$ cat src/b2bcd_pkg.sv
// ----------------------------------------------------------------------------
// b2bcd_pkg
// Shared constants and the add-3 digit correction for the binary to BCD
// converter pipeline.
// ----------------------------------------------------------------------------
package b2bcd_pkg;

    // Result format
    localparam int BCD_DIGITS = 10;
    localparam int BCD_W      = 4 * BCD_DIGITS;
    localparam int COUNT_W    = 4;
    localparam int COUNT_MAX  = 15;

    // Pipeline shaping: shift steps per stage stay at or below this
    localparam int MAX_STAGE_STEPS = 8;
    localparam int MIN_STAGES      = 4;

    // Double dabble correction: digits of five or more get three added
    function automatic logic [3:0] dab_adj(input logic [3:0] d);
        return (d >= 4'd5) ? (d + 4'd3) : d;
    endfunction

endpackage

$ cat src/b2bcd_in_if.sv
// ----------------------------------------------------------------------------
// b2bcd_in_if
// Input channel: one binary value per item, valid/ready handshake.
// ----------------------------------------------------------------------------
interface b2bcd_in_if #(
    parameter int IN_BITS = 31
);
    logic               valid;
    logic               ready;
    logic [IN_BITS-1:0] value;

    modport source (output valid, output value, input ready);
    modport sink   (input valid, input value, output ready);
endinterface

$ cat src/b2bcd_out_if.sv
// ----------------------------------------------------------------------------
// b2bcd_out_if
// Result channel: packed BCD digits plus decimal and hex digit counts.
// ----------------------------------------------------------------------------
interface b2bcd_out_if;
    import b2bcd_pkg::*;

    logic               valid;
    logic               ready;
    logic [BCD_W-1:0]   bcd_digits;
    logic [COUNT_W-1:0] decimal_count;
    logic [COUNT_W-1:0] hex_count;

    modport source (output valid, output bcd_digits, output decimal_count,
                    output hex_count, input ready);
    modport sink   (input valid, input bcd_digits, input decimal_count,
                    input hex_count, output ready);
endinterface

$ cat src/b2bcd_stage.sv
// ----------------------------------------------------------------------------
// b2bcd_stage
// One pipeline stage of the shift-and-add-3 network: consumes STAGE_BITS
// input bits from the top of the remaining value and registers the digits.
// ----------------------------------------------------------------------------
module b2bcd_stage #(
    parameter int STAGE_BITS = 8,
    parameter int PAD_BITS   = 32,
    parameter int NDIG       = 10
) (
    input  logic                          clk,
    input  logic                          rst_n,
    input  logic                          up_valid,
    output logic                          up_ready,
    input  logic [4*NDIG-1:0]             up_digits,
    input  logic [PAD_BITS-1:0]           up_bits,
    input  logic [b2bcd_pkg::COUNT_W-1:0] up_hex,
    output logic                          dn_valid,
    input  logic                          dn_ready,
    output logic [4*NDIG-1:0]             dn_digits,
    output logic [PAD_BITS-1:0]           dn_bits,
    output logic [b2bcd_pkg::COUNT_W-1:0] dn_hex
);
    import b2bcd_pkg::*;

    logic                valid_reg;
    logic [4*NDIG-1:0]   digits_reg;
    logic [4*NDIG-1:0]   digits_next;
    logic [PAD_BITS-1:0] bits_reg;
    logic [PAD_BITS-1:0] bits_next;
    logic [COUNT_W-1:0]  hex_reg;

    // Stage moves when it is empty or its item is taken downstream
    assign up_ready = !valid_reg || dn_ready;

    // Shift-and-add-3 steps, MSB of the remaining value first
    always_comb
    begin
        logic [3:0]          d [NDIG];
        logic [PAD_BITS-1:0] b;
        logic                carry;
        logic                nxt;

        for (int k = 0; k < NDIG; k++)
        begin
            d[k] = up_digits[4*k +: 4];
        end
        b = up_bits;
        for (int s = 0; s < STAGE_BITS; s++)
        begin
            for (int k = 0; k < NDIG; k++)
            begin
                d[k] = dab_adj(d[k]);
            end
            carry = b[PAD_BITS-1];
            b     = b << 1;
            for (int k = 0; k < NDIG; k++)
            begin
                nxt   = d[k][3];
                d[k]  = {d[k][2:0], carry};
                carry = nxt;
            end
        end
        for (int k = 0; k < NDIG; k++)
        begin
            digits_next[4*k +: 4] = d[k];
        end
        bits_next = b;
    end

    // Valid bit
    always_ff @(posedge clk or negedge rst_n)
    begin
        if (!rst_n)
        begin
            valid_reg <= 1'b0;
        end
        else if (up_ready)
        begin
            valid_reg <= up_valid;
        end
    end

    // Payload, loaded with each accepted item
    always_ff @(posedge clk)
    begin
        if (up_valid && up_ready)
        begin
            digits_reg <= digits_next;
            bits_reg   <= bits_next;
            hex_reg    <= up_hex;
        end
    end

    assign dn_valid  = valid_reg;
    assign dn_digits = digits_reg;
    assign dn_bits   = bits_reg;
    assign dn_hex    = hex_reg;

endmodule

$ cat src/b2bcd_count.sv
// ----------------------------------------------------------------------------
// b2bcd_count
// Final stage: counts significant decimal digits and holds the result item
// in the output register.
// ----------------------------------------------------------------------------
module b2bcd_count #(
    parameter int NDIG = 10
) (
    input  logic                          clk,
    input  logic                          rst_n,
    input  logic                          up_valid,
    output logic                          up_ready,
    input  logic [4*NDIG-1:0]             up_digits,
    input  logic [b2bcd_pkg::COUNT_W-1:0] up_hex,
    output logic                          dn_valid,
    input  logic                          dn_ready,
    output logic [b2bcd_pkg::BCD_W-1:0]   bcd_digits,
    output logic [b2bcd_pkg::COUNT_W-1:0] decimal_count,
    output logic [b2bcd_pkg::COUNT_W-1:0] hex_count
);
    import b2bcd_pkg::*;

    logic               valid_reg;
    logic [BCD_W-1:0]   bcd_reg;
    logic [COUNT_W-1:0] dec_reg;
    logic [COUNT_W-1:0] dec_next;
    logic [COUNT_W-1:0] hex_reg;

    assign up_ready = !valid_reg || dn_ready;

    // Highest nonzero digit position, saturated
    always_comb
    begin
        int cnt;

        cnt = 0;
        for (int k = 0; k < NDIG; k++)
        begin
            if (up_digits[4*k +: 4] != 4'd0)
            begin
                cnt = k + 1;
            end
        end
        if (cnt > COUNT_MAX)
        begin
            cnt = COUNT_MAX;
        end
        dec_next = COUNT_W'(cnt);
    end

    always_ff @(posedge clk or negedge rst_n)
    begin
        if (!rst_n)
        begin
            valid_reg <= 1'b0;
        end
        else if (up_ready)
        begin
            valid_reg <= up_valid;
        end
    end

    // Output register; only the ten low digits leave the block
    always_ff @(posedge clk)
    begin
        if (up_valid && up_ready)
        begin
            bcd_reg <= up_digits[BCD_W-1:0];
            dec_reg <= dec_next;
            hex_reg <= up_hex;
        end
    end

    assign dn_valid      = valid_reg;
    assign bcd_digits    = bcd_reg;
    assign decimal_count = dec_reg;
    assign hex_count     = hex_reg;

endmodule

$ cat src/binary_to_bcd_converter.sv
// Pipeline: NSTAGES registered dabble stages, then one count stage holding the result,
//   where NSTAGES = max(4, ceil(IN_BITS / 8)).
// Throughput: one item per cycle; every stage holds its item under a stall.
// Reset: rst_n clears all stage valid bits asynchronously; payload is not reset.
// ----------------------------------------------------------------------------
// binary_to_bcd_converter
// Pipelined double dabble converter: packed BCD digits, decimal digit count
// and hex digit count of a non-negative binary value.
// ----------------------------------------------------------------------------
module binary_to_bcd_converter #(
    parameter int IN_BITS = 31
) (
    input  logic        clk,
    input  logic        rst_n,
    b2bcd_in_if.sink    sample,
    b2bcd_out_if.source result
);
    import b2bcd_pkg::*;

    localparam int MIN_NEEDED = (IN_BITS + MAX_STAGE_STEPS - 1) / MAX_STAGE_STEPS;
    localparam int NSTAGES    = (MIN_NEEDED > MIN_STAGES) ? MIN_NEEDED : MIN_STAGES;
    localparam int STAGE_BITS = (IN_BITS + NSTAGES - 1) / NSTAGES;
    localparam int PAD_BITS   = NSTAGES * STAGE_BITS;
    localparam int DIG_NEED   = (IN_BITS * 3) / 10 + 2;
    localparam int NDIG       = (DIG_NEED > BCD_DIGITS) ? DIG_NEED : BCD_DIGITS;
    localparam int HEX_NIB    = (IN_BITS + 3) / 4;

    logic                v   [NSTAGES+1];
    logic                r   [NSTAGES+1];
    logic [4*NDIG-1:0]   dig [NSTAGES+1];
    logic [PAD_BITS-1:0] bv  [NSTAGES+1];
    logic [COUNT_W-1:0]  hx  [NSTAGES+1];
    logic [4*HEX_NIB-1:0] value_nib;
    logic [COUNT_W-1:0]  hex_first;

    // Hex digit count straight from the input value
    assign value_nib = (4*HEX_NIB)'(sample.value);

    always_comb
    begin
        int h;

        h = 0;
        for (int k = 0; k < HEX_NIB; k++)
        begin
            if (value_nib[4*k +: 4] != 4'd0)
            begin
                h = k + 1;
            end
        end
        if (h > COUNT_MAX)
        begin
            h = COUNT_MAX;
        end
        hex_first = COUNT_W'(h);
    end

    // Pipeline entry; leading pad bits are zero and leave the digits alone
    assign v[0]         = sample.valid;
    assign sample.ready = r[0];
    assign dig[0]       = '0;
    assign bv[0]        = PAD_BITS'(sample.value);
    assign hx[0]        = hex_first;

    // Dabble stages
    for (genvar i = 0; i < NSTAGES; i++)
    begin : g_stage
        b2bcd_stage #(
            .STAGE_BITS (STAGE_BITS),
            .PAD_BITS   (PAD_BITS),
            .NDIG       (NDIG)
        ) u_stage (
            .clk       (clk),
            .rst_n     (rst_n),
            .up_valid  (v[i]),
            .up_ready  (r[i]),
            .up_digits (dig[i]),
            .up_bits   (bv[i]),
            .up_hex    (hx[i]),
            .dn_valid  (v[i+1]),
            .dn_ready  (r[i+1]),
            .dn_digits (dig[i+1]),
            .dn_bits   (bv[i+1]),
            .dn_hex    (hx[i+1])
        );
    end

    // Count stage and output register
    b2bcd_count #(
        .NDIG (NDIG)
    ) u_count (
        .clk           (clk),
        .rst_n         (rst_n),
        .up_valid      (v[NSTAGES]),
        .up_ready      (r[NSTAGES]),
        .up_digits     (dig[NSTAGES]),
        .up_hex        (hx[NSTAGES]),
        .dn_valid      (result.valid),
        .dn_ready      (result.ready),
        .bcd_digits    (result.bcd_digits),
        .decimal_count (result.decimal_count),
        .hex_count     (result.hex_count)
    );

    // Remaining-value bits are fully shifted out after the last stage
    logic unused_bits;
    assign unused_bits = ^bv[NSTAGES];

endmodule
$ cat src/flat_wrapper.sv
// flat-port wrapper written by rule: the top's interface ports become plain ports
module binary_to_bcd_converter_flat import b2bcd_pkg::*;
#(
    parameter int IN_BITS = 31
)
  (clk, rst_n, sample_valid, sample_value, sample_ready, result_valid, result_bcd_digits, result_decimal_count, result_hex_count, result_ready);
  b2bcd_in_if #(.IN_BITS(IN_BITS)) sample_i ();
  b2bcd_out_if result_i ();
  input  logic clk;
  input  logic rst_n;
  input wire logic [$bits(sample_i.valid)-1:0] sample_valid;
  input wire logic [$bits(sample_i.value)-1:0] sample_value;
  output wire logic [$bits(sample_i.ready)-1:0] sample_ready;
  output wire logic [$bits(result_i.valid)-1:0] result_valid;
  output wire logic [$bits(result_i.bcd_digits)-1:0] result_bcd_digits;
  output wire logic [$bits(result_i.decimal_count)-1:0] result_decimal_count;
  output wire logic [$bits(result_i.hex_count)-1:0] result_hex_count;
  input wire logic [$bits(result_i.ready)-1:0] result_ready;
  assign sample_i.valid = sample_valid;
  assign sample_i.value = sample_value;
  assign sample_ready = sample_i.ready;
  assign result_valid = result_i.valid;
  assign result_bcd_digits = result_i.bcd_digits;
  assign result_decimal_count = result_i.decimal_count;
  assign result_hex_count = result_i.hex_count;
  assign result_i.ready = result_ready;
  binary_to_bcd_converter #(.IN_BITS(IN_BITS)) u_core (.clk(clk), .rst_n(rst_n), .sample(sample_i), .result(result_i));
endmodule
$ cat config.mk
export PLATFORM = sky130hd
export DESIGN_NAME = binary_to_bcd_converter_flat
export DESIGN_NICKNAME = d
export VERILOG_FILES = /design/src/b2bcd_pkg.sv /design/src/b2bcd_in_if.sv /design/src/b2bcd_out_if.sv /design/src/b2bcd_stage.sv /design/src/b2bcd_count.sv /design/src/binary_to_bcd_converter.sv /design/src/flat_wrapper.sv
export SDC_FILE = /design/constraint.sdc
export NUM_CORES = 1
export LEC_CHECK = 0
export ABC_AREA = 1
export BUFFER_PORTS_ARGS = -buffer_cell sky130_fd_sc_hd__buf_2
export CORE_MARGIN = 2
export CORE_UTILIZATION = 50
export CTS_BUF_LIST = sky130_fd_sc_hd__clkbuf_4 sky130_fd_sc_hd__clkbuf_8
export CTS_CLUSTER_DIAMETER = 80
export DETAILED_ROUTE_END_ITERATION = 10
export PLACE_DENSITY = 0.73
export SKIP_CTS_REPAIR_TIMING = 1
export SYNTH_ARGS = -nofsm -noshare
export SYNTH_HDL_FRONTEND = slang
export SYNTH_HIERARCHICAL = 1
export SYNTH_SLANG_ARGS = --single-unit
$ cat constraint.sdc
create_clock -name clk -period 8.3 [get_ports clk]
set_input_delay 0.83 -clock clk [delete_from_list [all_inputs] [get_ports clk]]
set_output_delay 0.83 -clock clk [all_outputs]
set_load 0.02 [all_outputs]
==> flow_summary_export.csv, run 1 <==
group,metric,value,unit
run_status,outcome,"finished, final reports clean",
drt,via_per_inst,4.85,
sta,slew_headroom,34.1,%
logic_synthesis,ys.warnings.count,6,
sta,fin_ws,1.71,ns
layout,drive_gt1_share,19.3,%
drt,first_pass_iters,5,
placement,port_buffers,84,
setup_path,slowest_delay,0.39,ns
floorplan,io_pins,85,
sta,achievable-frequency,152,MHz
global_route,grt_pass1_vias,38819,
drt,wire_per_inst,9.58,µm
floorplan,die_w,308,µm
drt,ant_nets,0,
global_route,grt_overflow,0,
setup_path,critPathLaunchType,"flop",
sta,maxSlewViolCount,0,
layout,final_nets,7788,
layout,n_fill_cell,8824,
sta,min_period,6.59,ns
placement,placed_area,48900,µm²
worst_hold_path,hold_path.class,"in2reg",
setup_path,required,8.68,ns
layout,area_growth,7.91,%
sta,finalHoldViolations,0,
drt,drt_iter0_drc,1355,
setup_path,cp_max_fo,5,
floorplan,die_y,308,µm
cts,clk_path_buf_depth,3,
floorplan,coreArea,91800,µm²
placement,place_hpwl,71300,µm
drt,drc,0,
setup_path,slowest_stage,"edfxtp_1",
drt,wirelength,83700,µm
logic_synthesis,syn_area,46300,µm²
setup_path,critical_path_class,"reg2reg",
global_route,grtUsageTotal,17.6,%
placement,routabilityCongestion,0.825,
flow_run,cap_violations,0,
logic_synthesis,synth_cells,7177,
drt,vias,42390,
cts,cts_inserted_buffers,53,
global_route,grt_antenna_before_repair,1,
cts,cts_tree,"yes",
setup_path,cp.arrival,6.98,ns
floorplan,start_util,50.5,%
sta,fin_skew,0.0316,ns
setup_path,worstSetupEndpointType,"flop",
layout,utilization,54.5,%
cts,clk_latency,0.65,ns
sta,period_share,79.4,%
placement,dpl_worst_slack,1.75,ns
sta,setup_viol,0,
sta,fin_setup_tns,0,ns
layout,design_area,50000,µm²
global_route,grt_start_max_net_pins,73,
sta,rsz0062_at_grt,"false",
floorplan,die-area,95100,µm²
logic_synthesis,synth_area_per_cell,6.46,µm²
global_route,grt_pass1_wl,151000,µm
floorplan,num_rows,111,
cts,cts_sinks,293,
cts,cts-root-buf,"clkbuf_8",
cts,cts_max_level,2,
sta,worstMarginPinSlew,0.988,ns
setup_path,critPathMostFrequentCell,"nand2_1",
cts,clk_pin_slew,0.06,ns
[metal layers]
metal / track usage (%) / up-vias / share of wire, %
li1: - / 23571 / -
met1: 19.9 / 18476 / 45
met2: 34.9 / 256 / 51
met3: 1.83 / 87 / 1.9
met4: 3.89 / 0 / 1.7
met5: 0 / - / 0
[cell usage in the layout (no fill, tap or decap), drive strengths merged]
cell type       n
clkinv         23
clkinvlp        4
a211oi          4
inv          1304
xor2          100
or2            10
nor2           89
edfxtp        288
o211ai          4
nor4            7
a31oi           5
ha            304
o21bai         16
a21oi          44
nand2        3057
a21boi          4
nor3b           2
nand3b         40
nand3        1060
or3             1
dfrtp           5
a31o           32
conb          128
xnor2          44
bufinv          4
nand4         272
a21o           84
o21ai         249
clkbuf         68
dlygate4sd3     1
buf            89
a22o            4
and2          144
diode           1
[sequential cells by signal, indices dropped and copies added, names as in the netlist]
name	flops
u_core/g_stage.u_stage/dn_hex	16
u_core/g_stage.u_stage/dn_valid	4
u_core/g_stage.u_stage/dn_digits	176
u_core/u_count/dn_valid	1
u_core/u_count/decimal_count	4
u_core/g_stage.u_stage/dn_bits	48
u_core/u_count/bcd_digits	40
u_core/u_count/hex_count	4
[metrics by stage]
stage / instances / hold WS, ns
finish: 8734 / 0.372
global route: 8734 / 0.310
CTS: 8732 / -0.0779
detailed placement: 8636 / 0.405
global placement: 8636 / 0.402
floorplan: 7304 / 0.400
[path summary, 6_finish.rpt]
check | startpoint | to | slack (ns) | cells past startpoint
worst max register to register | u_core/g_stage[1].u_stage/dn_digits[40]$_DFFE_PP_ | u_core/g_stage[2].u_stage/dn_digits[42]$_DFFE_PP_ | 1.71 | 52
min in group asynchronous | rst_n | u_core/g_stage[0].u_stage/dn_valid$_DFFE_PN0N_ | 0.52 | 2
max in group asynchronous | rst_n | u_core/g_stage[3].u_stage/dn_valid$_DFFE_PN0N_ | 7.65 | 2
worst min register to register | u_core/g_stage[0].u_stage/dn_bits[15]$_DFFE_PP_ | u_core/g_stage[1].u_stage/dn_bits[23]$_DFFE_PP_ | 0.42 | 0
worst min-delay path | sample_value[17] | u_core/g_stage[0].u_stage/dn_bits[25]$_DFFE_PP_ | 0.37 | 1
worst max-delay path | u_core/g_stage[1].u_stage/dn_digits[40]$_DFFE_PP_ | u_core/g_stage[2].u_stage/dn_digits[42]$_DFFE_PP_ | 1.71 | 52
[worst max-delay path, delay by kind of cell, from the launching register on]
| family | cells | cell delay (ns) |
|---|---|---|
| simple gates | 32 | 3.26 |
| fa+ha+maj | 8 | 1.52 |
| buf+inv | 9 | 0.54 |
| flops | 1 | 0.39 |
| compound gates | 2 | 0.38 |
| xor+xnor | 1 | 0.26 |
[area by class of cell]
class | count | area [µm²] | area share [%]
Clock inverter | 28 | 254 | 0.508
Timing Repair Buffer | 90 | 468 | 0.936
Inverter | 1307 | 4920 | 9.83
Sequential cell | 293 | 8770 | 17.5
Tap cell | 1243 | 1560 | 3.11
Antenna cell | 1 | 2.50 | 0.00500
Clock buffer | 68 | 855 | 1.71
Multi-Input combinational cell | 5704 | 33200 | 66.4
Power of run 1 is not shown: default switching activity piles up to over one toggle a cycle in this logic, so the estimate is an artifact.
==> run 2, diff against run 1 <==
==> constraint.sdc (replaced) <==
create_clock -name clk -period 6.4 [get_ports clk]
set_input_delay 0.64 -clock clk [delete_from_list [all_inputs] [get_ports clk]]
set_output_delay 0.64 -clock clk [all_outputs]
set_load 0.02 [all_outputs]
==> flow_summary_export.csv, run 2 (synthesized netlist as in run 1, its figures left out) <==
group,metric,value,unit
placement,routabilityCongestion,0.835,
setup_path,worstSetupEndpointType,"flop",
layout,drive_gt1_share,22.3,%
setup_path,cp_num_buf_inv,9,
worst_hold_path,hold_path.class,"in2reg",
setup_path,cp_max_fo,4,
drt,via_per_inst,4.88,
cts,cts-root-buf,"clkbuf_8",
flow_run,cap_violations,0,
floorplan,die_y,308,µm
sta,worstMarginPinSlew,0.882,ns
setup_path,critical_path_class,"reg2reg",
drt,drc,0,
sta,fin_skew,0.0364,ns
layout,area_growth,10.3,%
global_route,grt_antenna_before_repair,2,
sta,setup_viol,0,
cts,cts_inserted_buffers,51,
cts,clk_latency,0.66,ns
setup_path,critPathLaunchType,"flop",
setup_path,cp.arrival,6.49,ns
floorplan,io_pins,85,
global_route,grt_overflow,0,
floorplan,coreArea,91800,µm²
setup_path,crit_cells,53,
setup_path,required,6.80,ns
floorplan,num_rows,111,
layout,most-common-layout-cells,"nand2_1, inv_1, nand3_1",
sta,period_share,95.1,%
sta,achievable-frequency,164,MHz
sta,min_period,6.09,ns
floorplan,die_w,308,µm
setup_path,slowest_delay,0.41,ns
run_status,outcome,"finished, final reports clean",
layout,multiInputGateArea,34000,µm²
global_route,grtUsageTotal,17.9,%
cts,clk_pin_slew,0.06,ns
cts,cts_max_level,2,
drt,ant_nets,0,
drt,wire_per_inst,9.80,µm
global_route,grt_pass1_wl,154000,µm
placement,port_buffers,84,
floorplan,die-area,95100,µm²
sta,finalHoldViolations,0,
setup_path,slowest_stage,"edfxtp_1",
cts,clk_path_buf_depth,3,
global_route,grt_start_max_net_pins,65,
setup_path,r2r_cells,53,
layout,largest_register_ff_count,176,
global_route,grt_pass1_vias,39415,
sta,fin_setup_tns,0,ns
placement,place_hpwl,71700,µm
drt,drt_iter0_drc,1463,
sta,maxSlewViolCount,0,
cts,cts_tree,"yes",
sta,slew_headroom,41.2,%
drt,vias,42878,
worst_hold_path,hold_path_depth,1,
layout,n_fill_cell,8683,
cts,cts_sinks,293,
setup_path,critPathMostFrequentCell,"nand2_2",
setup_path,cp_top_family,"simple AND/OR/NAND/NOR gates",
layout,regArea,8770,µm²
floorplan,start_util,50.5,%
drt,first_pass_iters,5,
layout,final_nets,7833,
layout,layout.cells.most_common,"nand2_1",
drt,wirelength,86000,µm
==> run 2: final cells by class <==
| cell class | instances | share of cell area (%) |
|---|---|---|
| multi-input cells | 5704 | 66.4 |
| flip-flops and latches | 293 | 17.2 |
| inverters | 1307 | 9.62 |
| well taps | 1243 | 3.04 |
| clock buffers | 69 | 1.67 |
| repair buffers | 137 | 1.61 |
| clock inverters | 24 | 0.470 |
| diodes | 2 | 0.00979 |
==> run 2: worst paths after layout <==
kind,from,to,slack [ns]
max in group asynchronous,rst_n,u_core/g_stage[3].u_stage/dn_valid$_DFFE_PN0N_,5.90
min reg2reg,u_core/g_stage[2].u_stage/dn_hex[1]$_DFFE_PP_,u_core/g_stage[3].u_stage/dn_hex[1]$_DFFE_PP_,0.41
min,sample_value[10],u_core/g_stage[0].u_stage/dn_bits[18]$_DFFE_PP_,0.18
max reg2reg,u_core/g_stage[0].u_stage/dn_digits[40]$_DFFE_PP_,u_core/g_stage[1].u_stage/dn_digits[41]$_DFFE_PP_,0.31
max,u_core/g_stage[0].u_stage/dn_digits[40]$_DFFE_PP_,u_core/g_stage[1].u_stage/dn_digits[41]$_DFFE_PP_,0.31
min in group asynchronous,rst_n,u_core/u_count/dn_valid$_DFFE_PN0N_,0.36
==> run 2: per-layer routing <==
layer  global-route usage (%)  share of wire (%)  routed length, µm
met1                     20.3                 44              37700
met2                     35.3                 52              44800
met3                     1.83                2.0               1730
met4                     4.65                2.1               1800
met5                        0                  0                  0
==> run 2: per-stage QoR <==
step	instances	setup WS, ns	instance area (µm²)	hold slack (ns)	util (%)
floorplan	7304	0.523	46800	0.344	-
global placement	8642	0.221	48900	0.401	53.3
detailed placement	8642	-0.112	48900	0.405	53.3
CTS	8735	-0.159	50000	-0.272	54.5
global route	8779	-0.167	51100	0.126	55.7
finish	8779	0.315	51100	0.178	55.7
Power of run 2 is left out for the same reason.
